## src/hdl/ufe_pkg.sv

```systemverilog
// Shared package of the union-find engine: field widths, output limits,
// and the command and status types between the controller and the datapath.
// Depends on nothing.
package ufe_pkg;

    localparam int ELEMENTS_DEF = 1024;
    localparam int IN_W         = 10;
    localparam int STEP_W       = 1;
    localparam int ROOT_W       = 10;
    localparam int SIZE_OUT_W   = 11;
    localparam int SIZE_SAT     = 2047;
    localparam int S_TDATA_W    = 24;
    localparam int M_TDATA_W    = 24;

    typedef enum logic [3:0] {
        OP_NONE,
        OP_CLEAR,
        OP_ACCEPT,
        OP_REDUCE,
        OP_FSTART,
        OP_FWALK,
        OP_CSTART,
        OP_CWALK,
        OP_SZA,
        OP_SZB,
        OP_LINK,
        OP_LOAD
    } t_dp_op;

    typedef struct packed {
        t_dp_op op;
        logic   sel;
    } t_dp_cmd;

    typedef struct packed {
        logic clear_last;
        logic reduce_last;
        logic walk_hit;
        logic comp_skip;
        logic comp_end;
        logic is_union;
        logic out_free;
    } t_dp_sts;

endpackage

```

## src/hdl/ufe_ctrl.sv

```systemverilog
// Controller of the union-find engine: the sequence of table sweep, operand
// reduction, root walks, compression, linking and result hand-over.
// Depends on ufe_pkg.
module ufe_ctrl
    import ufe_pkg::*;
#(
    parameter int ELEMENTS = ELEMENTS_DEF
) (
    input  logic    i_clk,
    input  logic    i_rst_n,
    input  logic    i_s_tvalid,
    output logic    o_s_tready,
    output t_dp_cmd o_cmd,
    input  t_dp_sts i_sts
);

    localparam bit NEED_MOD = ELEMENTS < (1 << IN_W);

    typedef enum logic [10:0] {
        ST_CLEAR  = 11'b000_0000_0001,
        ST_IDLE   = 11'b000_0000_0010,
        ST_REDUCE = 11'b000_0000_0100,
        ST_FSTART = 11'b000_0000_1000,
        ST_FWALK  = 11'b000_0001_0000,
        ST_CSTART = 11'b000_0010_0000,
        ST_CWALK  = 11'b000_0100_0000,
        ST_SZA    = 11'b000_1000_0000,
        ST_SZB    = 11'b001_0000_0000,
        ST_LINK   = 11'b010_0000_0000,
        ST_RESULT = 11'b100_0000_0000
    } t_state;

    t_state r_state;
    t_state n_state;
    logic   r_sel;
    logic   n_sel;
    t_state after_find;

    always_comb begin
        after_find = (!r_sel && i_sts.is_union) ? ST_FSTART : ST_SZA;
    end

    always_comb begin
        n_state    = r_state;
        n_sel      = r_sel;
        o_cmd.op   = OP_NONE;
        o_cmd.sel  = r_sel;
        o_s_tready = 1'b0;
        unique case (r_state)
            ST_CLEAR: begin
                o_cmd.op = OP_CLEAR;
                if (i_sts.clear_last) begin
                    n_state = ST_IDLE;
                end
            end
            ST_IDLE: begin
                o_s_tready = 1'b1;
                if (i_s_tvalid) begin
                    o_cmd.op = OP_ACCEPT;
                    n_sel    = 1'b0;
                    n_state  = NEED_MOD ? ST_REDUCE : ST_FSTART;
                end
            end
            ST_REDUCE: begin
                o_cmd.op = OP_REDUCE;
                if (i_sts.reduce_last) begin
                    n_state = ST_FSTART;
                end
            end
            ST_FSTART: begin
                o_cmd.op = OP_FSTART;
                n_state  = ST_FWALK;
            end
            ST_FWALK: begin
                o_cmd.op = OP_FWALK;
                if (i_sts.walk_hit) begin
                    n_state = ST_CSTART;
                end
            end
            ST_CSTART: begin
                o_cmd.op = OP_CSTART;
                if (i_sts.comp_skip) begin
                    n_state = after_find;
                    n_sel   = 1'b1;
                end else begin
                    n_state = ST_CWALK;
                end
            end
            ST_CWALK: begin
                o_cmd.op = OP_CWALK;
                if (i_sts.comp_end) begin
                    n_state = after_find;
                    n_sel   = 1'b1;
                end
            end
            ST_SZA: begin
                o_cmd.op = OP_SZA;
                n_state  = ST_SZB;
            end
            ST_SZB: begin
                o_cmd.op = OP_SZB;
                n_state  = ST_LINK;
            end
            ST_LINK: begin
                o_cmd.op = OP_LINK;
                n_state  = ST_RESULT;
            end
            ST_RESULT: begin
                if (i_sts.out_free) begin
                    o_cmd.op = OP_LOAD;
                    n_state  = ST_IDLE;
                end
            end
            default: begin
                n_state = ST_IDLE;
            end
        endcase
    end

    always_ff @(posedge i_clk) begin
        if (!i_rst_n) begin
            r_state <= ST_CLEAR;
            r_sel   <= 1'b0;
        end else begin
            r_state <= n_state;
            r_sel   <= n_sel;
        end
    end

endmodule

```

## config.mk

```make
export PLATFORM = sky130hd
export DESIGN_NAME = ufe_ctrl
export DESIGN_NICKNAME = d
export VERILOG_FILES = /design/src/hdl/ufe_pkg.sv /design/src/hdl/ufe_ctrl.sv
export SDC_FILE = /design/constraint.sdc
export NUM_CORES = 1
export LEC_CHECK = 0
export ABC_AREA = 1
export BUFFER_PORTS_ARGS = -buffer_cell sky130_fd_sc_hd__buf_4
export CAP_MARGIN = 30
export CORE_MARGIN = 3
export CORE_UTILIZATION = 54
export DETAILED_ROUTE_END_ITERATION = 10
export PLACE_DENSITY = 0.78
export SYNTH_ARGS = -nofsm -noshare
export SYNTH_HDL_FRONTEND = slang
export SYNTH_SLANG_ARGS = --single-unit
```

## constraint.sdc

```tcl
create_clock -name i_clk -period 1.9 [get_ports i_clk]
set_clock_uncertainty 0.1 [all_clocks]
set_input_delay 0.19 -clock i_clk [delete_from_list [all_inputs] [get_ports i_clk]]
set_output_delay 0.19 -clock i_clk [all_outputs]
set_load 0.02 [all_outputs]
```

== After elaboration in Yosys (flattened, before gate mapping) ==
Index checks and enable logic that the tools add are counted.

* Bits of input ports: 10
* Bits in registers: 12

* Multiplexer cells: 17
* Reduce and logical (&&, ||, !) cells: 5
* Eq/ne operators: 18

{| class="wikitable"
|+ Operators with widths
! cell !! number
|-
| one-hot mux 11 bit (11 select lines) || 1
|-
| two-way mux 11 bit || 6
|-
| one-hot mux 4 bit (11 select lines) || 1
|-
| two-way mux 8 bit || 2
|-
| != test 2 bit, second input constant || 7
|-
| == test 11 x 1 -> 1 bit, second input constant || 1
|-
| == test 11 x 10 -> 1 bit, second input constant || 1
|-
| == test 11 bit, second input constant || 1
|-
| == test 11 x 2 -> 1 bit, second input constant || 1
|-
| == test 11 x 3 -> 1 bit, second input constant || 1
|-
| == test 11 x 4 -> 1 bit, second input constant || 1
|-
| == test 11 x 5 -> 1 bit, second input constant || 1
|-
| == test 11 x 6 -> 1 bit, second input constant || 1
|-
| == test 11 x 7 -> 1 bit, second input constant || 1
|-
| == test 11 x 8 -> 1 bit, second input constant || 1
|-
| == test 11 x 9 -> 1 bit, second input constant || 1
|-
| AND reduction 6 bit || 1
|-
| two-way mux 1 bit || 4
|-
| two-way mux 4 bit || 1
|-
| AND reduction 4 bit || 1
|-
| one-hot mux 1 bit (3 select lines) || 1
|-
| nonzero test 3 bit || 1
|-
| two-way mux 2 bit || 1
|-
| logical AND 1 bit || 1
|-
| logical NOT 1 bit || 1
|}

== Longest topological paths before layout ==
Gate-level depths: netlist of run 1.

* Depth in word-level cells: 5
* Mapped depth: 10
* Depth with buffers taken out: 10

== Worst setup path after synthesis of run 1 ==
No wires, ideal clock.

* Path kind: reg-to-output
* Start: register r_state[3]
* End: output port o_cmd[2] (netlist bit)
* Setup slack: 0.396 ns
* Cell stages (with the launch flop): 8
* Arrival: 1.214 ns
* Buffers on the path: 0
* Data required time: 1.610 ns
* Cell sequence: dfxtp_1 -> nor2_2 -> nand2_4 -> nor2_8 -> nand2_1 -> clkinv_1 -> nand2_1 -> nand3_1

{| class="wikitable"
|+ RTL lines
! element !! RTL line !! source
|-
| start: declaration || ufe_ctrl.sv:33 || <nowiki>t_state r_state;</nowiki>
|-
| start signal: assignment || ufe_ctrl.sv:125 || <nowiki>r_state <= n_state;</nowiki>
|-
| end: declaration || ufe_ctrl.sv:13 || <nowiki>output t_dp_cmd o_cmd,</nowiki>
|}

==> flow_summary.json, run 1 <==
{
  "status": "finished, final reports clean",
  "synth_top_area_frac": 0.249,
  "rsz0062_at_grt": "true",
  "die_h_um": 46.4,
  "synth_cells": 126,
  "fin_area_um2": 1020,
  "crit_type": "reg2out",
  "rows": 13,
  "ios": 16,
  "hold_path_depth": 2,
  "dp.final_hpwl_um": 1420,
  "worst_ir_drop_vdd_mv": 0.847,
  "min_to": "r_state[0]",
  "wl_per_cell_um": 11.0,
  "gr-max-usage-layer": "met2",
  "use_met1": 0.268,
  "relSlewSlack": 0.766,
  "ant_nets": 0,
  "cts_hold_buf": 0,
  "gp_congestion": 0.860,
  "worstSetupEndpointType": "primary output",
  "synth_cell_types": 25,
  "first_pass_iters": 4,
  "r2r_start": "r_state[1]",
  "met2_usage": 0.305,
  "cp.arrival_ns": 1.55,
  "ys_warn_count": 0,
  "slowest_delay_ns": 0.35,
  "synth_top_cells_by_count": "nand2_1 (25), inv_1 (24), nor2_1 (20)",
  "dpl_cell_area_um2": 986,
  "first_iter_violations": 13,
  "grt-ovfl-total": 0,
  "use_met3": 0.0352,
  "diodes": 0,
  "power_leakage_nw": 0.605,
  "synth-main-ff-cell": "dfxtp_1",
  "whs_ns": 0.0808,
  "core_um2": 1420,
  "clock_latency_ns": 0.26,
  "avgViaCountPerCell": 4.89,
  "maxCapViolations": 0,
  "required_ns": 1.61,
  "htreeDepth": 1,
  "synth.largest_area_cell": "dfxtp_1",
  "syn_to_final_growth_pct": 15.6,
  "cts_buffers": 3,
  "clockRootBuffer": "clkbuf_4",
  "grt_pass1_wl_um": 2990,
  "hold_path.class": "in2reg",
  "grt_pass1_vias": 715,
  "die_w_um": 46.4,
  "internal-power_w": 0.000693,
  "synth_area_per_cell_um2": 7.01,
  "cts_sinks": 11,
  "ys_top_cells_by_area": "dfxtp_1 (25%), nand2_1 (11%), inv_1 (10%)",
  "start_util": 0.624,
  "clk_pin_slew_ns": 0.08,
  "synth_edf_count": 0,
  "die_area_um2": 2160,
  "yosys.area_share.simple": 0.548,
  "slew_viol_final": 0,
  "synth_top_family_by_area": "simple AND/OR/NAND/NOR gates",
  "io_buffers": 14,
  "tns_ns": 0,
  "layout_min_cycle_time_ns": 1.84,
  "synth_seq_cells": 11,
  "cts_tree": "yes",
  "muxShareOfSynthArea": 0,
  "power_frac_seq": 0.239,
  "syn-num-nets": 136,
  "comb_power_share": 0.646,
  "cp_max_fo": 4,
  "worstPathCellList": "nor2_2, nand2_2, nor2_2, nand2_1, nand2_1, inv_1, nand3_1, buf_4",
  "synth_xor_area_frac": 0,
  "critPathSlowestCell": "dfxtp_1",
  "netlist_area_um2": 883,
  "worst_slew_pin_slew_ns": 0.350,
  "ff2ff_path_depth": 9,
  "setup_viol": 0,
  "vias": 767,
  "drcViolationCount": 0,
  "instances_no_fill": 157,
  "clockBufferDepth": 2,
  "reg2reg_slack_ns": 0.38,
  "hold_viol_final": 0,
  "max_freq_mhz": 544,
  "dp.cells": 153,
  "antenna_found_initial": 0,
  "drt-total-wl_um": 1720,
  "synth_compound_area_frac": 0.0680,
  "grt_max_degree": 12,
  "hold_path_startpoint": "i_rst_n",
  "crit_path_start_kind": "flop",
  "post-route-period-util": 0.968,
  "worstReg2RegEnd": "r_state[1]",
  "power_w": 0.00140,
  "drive_gt1_frac": 0.331,
  "track_usage": 0.191,
  "finalNetCount": 153,
  "synth-adder-area-share": 0,
  "ys_seq_area_frac": 0.249,
  "switching_power_w": 0.000708,
  "power.density_nw_per_um2": 1370,
  "async_flop_share": 0,
  "yosysMostFrequentCell": "nand2_1",
  "swShare": 0.505,
  "p_clk_frac": 0.115
}
metrics by stage:
step	setup WS (ns)	utilization
after global routing	-0.0262	0.721
after floorplan	0.396	-
after CTS	0.0596	0.715
after global placement	0.375	0.697
final	0.0604	0.721
after detailed placement	0.352	0.697
layer usage:
layer | wire length [um] | share of wire
met1 | 768 | 0.45
met2 | 839 | 0.49
met4 | 13 | 0.0076
met3 | 100 | 0.058
met5 | 0 | 0
power by group through the flow:
stage          combinational [W]  clock [W]  sequential, W
2_1_floorplan           0.000726          0       0.000322
3_3_place_gp            0.000886          0       0.000328
3_5_place_dp            0.000903          0       0.000332
4_1_cts                 0.000906   0.000166       0.000326
5_1_grt                 0.000994   0.000179       0.000342
6_report                0.000905   0.000161       0.000334
registers in the layout, indices dropped and copies added (netlist names):
name / count
r_sel: 1
r_state: 10
repair_timing:
item,4_1_cts,5_1_grt
endpoints found under the setup margin,0,2
endpoints found under the hold margin,0,0
buffers inserted,0,0
resized for setup,0,3
how the worst max path moves through the flow:
stage	start	end	slack, ns	depth (start not counted)
after detailed placement	r_state[10]	o_cmd[2]	0.35	8
after floorplan	r_state[3]	o_cmd[2]	0.40	7
after global routing	r_state[7]	o_cmd[4]	-0.03	8
after global placement	r_state[10]	o_cmd[2]	0.38	8
final	r_state[6]	o_cmd[4]	0.06	8
after CTS	r_state[3]	o_cmd[2]	0.06	8
layout make-up:
| class | instances | area, um^2 |
|---|---|---|
| fillers | 124 | 394 |
| well taps | 15 | 18.8 |
| clock buffers | 4 | 26.3 |
| multi-input cells | 87 | 552 |
| flip-flops and latches | 11 | 221 |
| inverters | 26 | 97.6 |
| repair buffers | 14 | 105 |
worst max-delay path, delay by kind of cell, from the launching register on:
kind	cells	cell delay (ns)
flops	1	0.35
buf+inv	2	0.19
simple gates	6	0.74
cells in the final DEF (no fill, tap or decap), types with 3 or more instances in the layout:
cell type	n
nand4_1	5
buf_4	14
nand2_2	4
clkbuf_4	3
dfxtp_1	10
nor2_1	19
nand3_1	4
nor2_2	6
nor2_4	4
nand3_2	3
nand2_1	25
inv_1	24
cells by family after synthesis:
logic type / Yosys count
simple gates: 79
compound gates: 8
buf+inv: 28
flops: 11
(Power assumes the default switching activity.)
==> run 2: changes to the inputs <==
- CORE_MARGIN: 3 -> 4
==> run 2 against run 1 <==
Clock power rose by 5%; sequential share of layout area fell by 0.54 points; non-clock buffer count rose by 1; first-iteration DRC count fell by 38%; combinational power rose by 4.4%; flip-flop and latch count did not move; final cell count rose by 1.3%; worst setup slack improved by 0.068 ns; power rose by 3.7%; via count rose by 2.7%; die area rose by 8.8%; clock-buffer cell count did not move; critical endpoint is now o_cmd[2]; largest cell class unchanged.
==> flow_summary.json, run 2 (same netlist as run 1, synthesis figures left out) <==
{
  "status": "finished, final reports clean",
  "layout_min_cycle_time_ns": 1.77,
  "regMostFlops": "r_state",
  "maxCapViolations": 0,
  "die_area_um2": 2350,
  "register_area_um2": 221,
  "cp.arrival_ns": 1.48,
  "max_freq_mhz": 564,
  "clock_latency_ns": 0.27,
  "tns_ns": 0,
  "grt_pass1_wl_um": 3300,
  "multi_input_area_um2": 569,
  "cts_hold_buf": 0,
  "final_core_util": 0.687,
  "layout_setup_ws_ns": 0.128,
  "crit_path_start_kind": "flop",
  "rsz0062_at_grt": "false",
  "ff2ff_path_depth": 10,
  "ant_nets": 0,
  "grt-ovfl-total": 0,
  "slew_viol_final": 0,
  "whs_ns": 0.0652,
  "drive_gt1_frac": 0.329,
  "avgViaCountPerCell": 4.96,
  "cts_buffers": 3,
  "power_leakage_nw": 0.616,
  "reg.largest.list": "r_state (10), r_sel (1)",
  "io_buffers": 14,
  "hold_path_depth": 2,
  "die_w_um": 48.4,
  "pre_cts_ws_ns": 0.363,
  "worstSetupEndpointType": "primary output",
  "cp_max_fo": 4,
  "wl_per_cell_um": 11.6,
  "drcViolationCount": 0,
  "rows": 14,
  "drt-total-wl_um": 1840,
  "first_iter_violations": 8,
  "grt_pass1_vias": 787,
  "start_util": 0.580,
  "required_ns": 1.61,
  "syn_to_final_growth_pct": 18.6,
  "cts_tree": "yes",
  "ios": 16,
  "antenna_found_initial": 0,
  "clockRootBuffer": "clkbuf_4",
  "diodes": 0,
  "grt_max_degree": 12,
  "vias": 788,
  "largest_reg_flops": 10,
  "finalNetCount": 154,
  "hold_path.class": "in2reg",
  "setup_viol": 0,
  "hold_viol_final": 0,
  "n_fill_cell": 138,
  "die_h_um": 48.4,
  "worst_ir_drop_vdd_mv": 0.973,
  "most-common-layout-cells": "nand2_1 (25), inv_1 (24), nor2_1 (20)",
  "worst_slew_pin_slew_ns": 0.334,
  "htreeDepth": 1,
  "first_pass_iters": 4,
  "post-route-period-util": 0.933,
  "final_common_cell": "nand2_1",
  "power.density_nw_per_um2": 1390,
  "cts_sinks": 11,
  "gp_congestion": 0.848,
  "dp.final_hpwl_um": 1480,
  "core_um2": 1520,
  "relSlewSlack": 0.777,
  "clk_pin_slew_ns": 0.08,
  "crit_type": "reg2out",
  "track_usage": 0.173,
  "clockBufferDepth": 2
}
==> run 2: worst max-delay path, stage by stage, from the launching register on <==
cell	delay, ns
dfxtp_1	0.35
nor2_4	0.16
nand2_4	0.10
nor2_8	0.15
nand2_1	0.11
clkinv_1	0.07
nand2_1	0.06
nand3_1	0.08
buf_4	0.14
==> run 2: metal layers <==
layer | vias up | track usage | wire [um]
met1 | 352 | 0.208 | 797
met2 | 9 | 0.293 | 967
met5 | - | 0 | 0
met3 | 4 | 0.0399 | 56
li1 | 423 | - | -
met4 | 0 | 0.0691 | 22
==> run 2: final cells by class <==
type                       count  area share
multi-input combinational     87       0.544
sequential                    11       0.211
inverter                      26      0.0932
tap                           16      0.0191
timing repair buffer          15       0.108
clock buffer                   4      0.0251
==> run 2: path summary, 6_finish.rpt <==
path / start / endpoint / slack, ns
min: i_rst_n / r_state[0] / 0.07
max: r_state[5] / o_cmd[2] / 0.13
min reg2reg: r_sel / r_sel / 0.45
max reg2reg: r_state[10] / r_state[1] / 0.31
==> run 2: report_power, final <==
part | internal, W | total (W) | switching, W | leakage [nW]
logic | 0.000358 | 0.000945 | 0.000587 | 0.510
registers | 0.000280 | 0.000338 | 0.0000583 | 0.0902
clock network | 0.0000812 | 0.000169 | 0.0000874 | 0.0150
total | 0.000719 | 0.00145 | 0.000733 | 0.616
==> run 2: per-stage QoR <==
step,cells,total power [W],instance area (um^2)
3_3_place_gp,154,0.00121,987
6_report,159,0.00145,1050
3_5_place_dp,154,0.00123,987
4_1_cts,158,0.00141,1010
2_1_floorplan,126,0.00105,883
5_1_grt,159,0.00158,1050
==> run 2: repair_timing <==
action / 4_1_cts / 5_1_grt
gates resized for setup: 0 / 6
buffers inserted: 0 / 1
setup endpoints to repair: 0 / 3
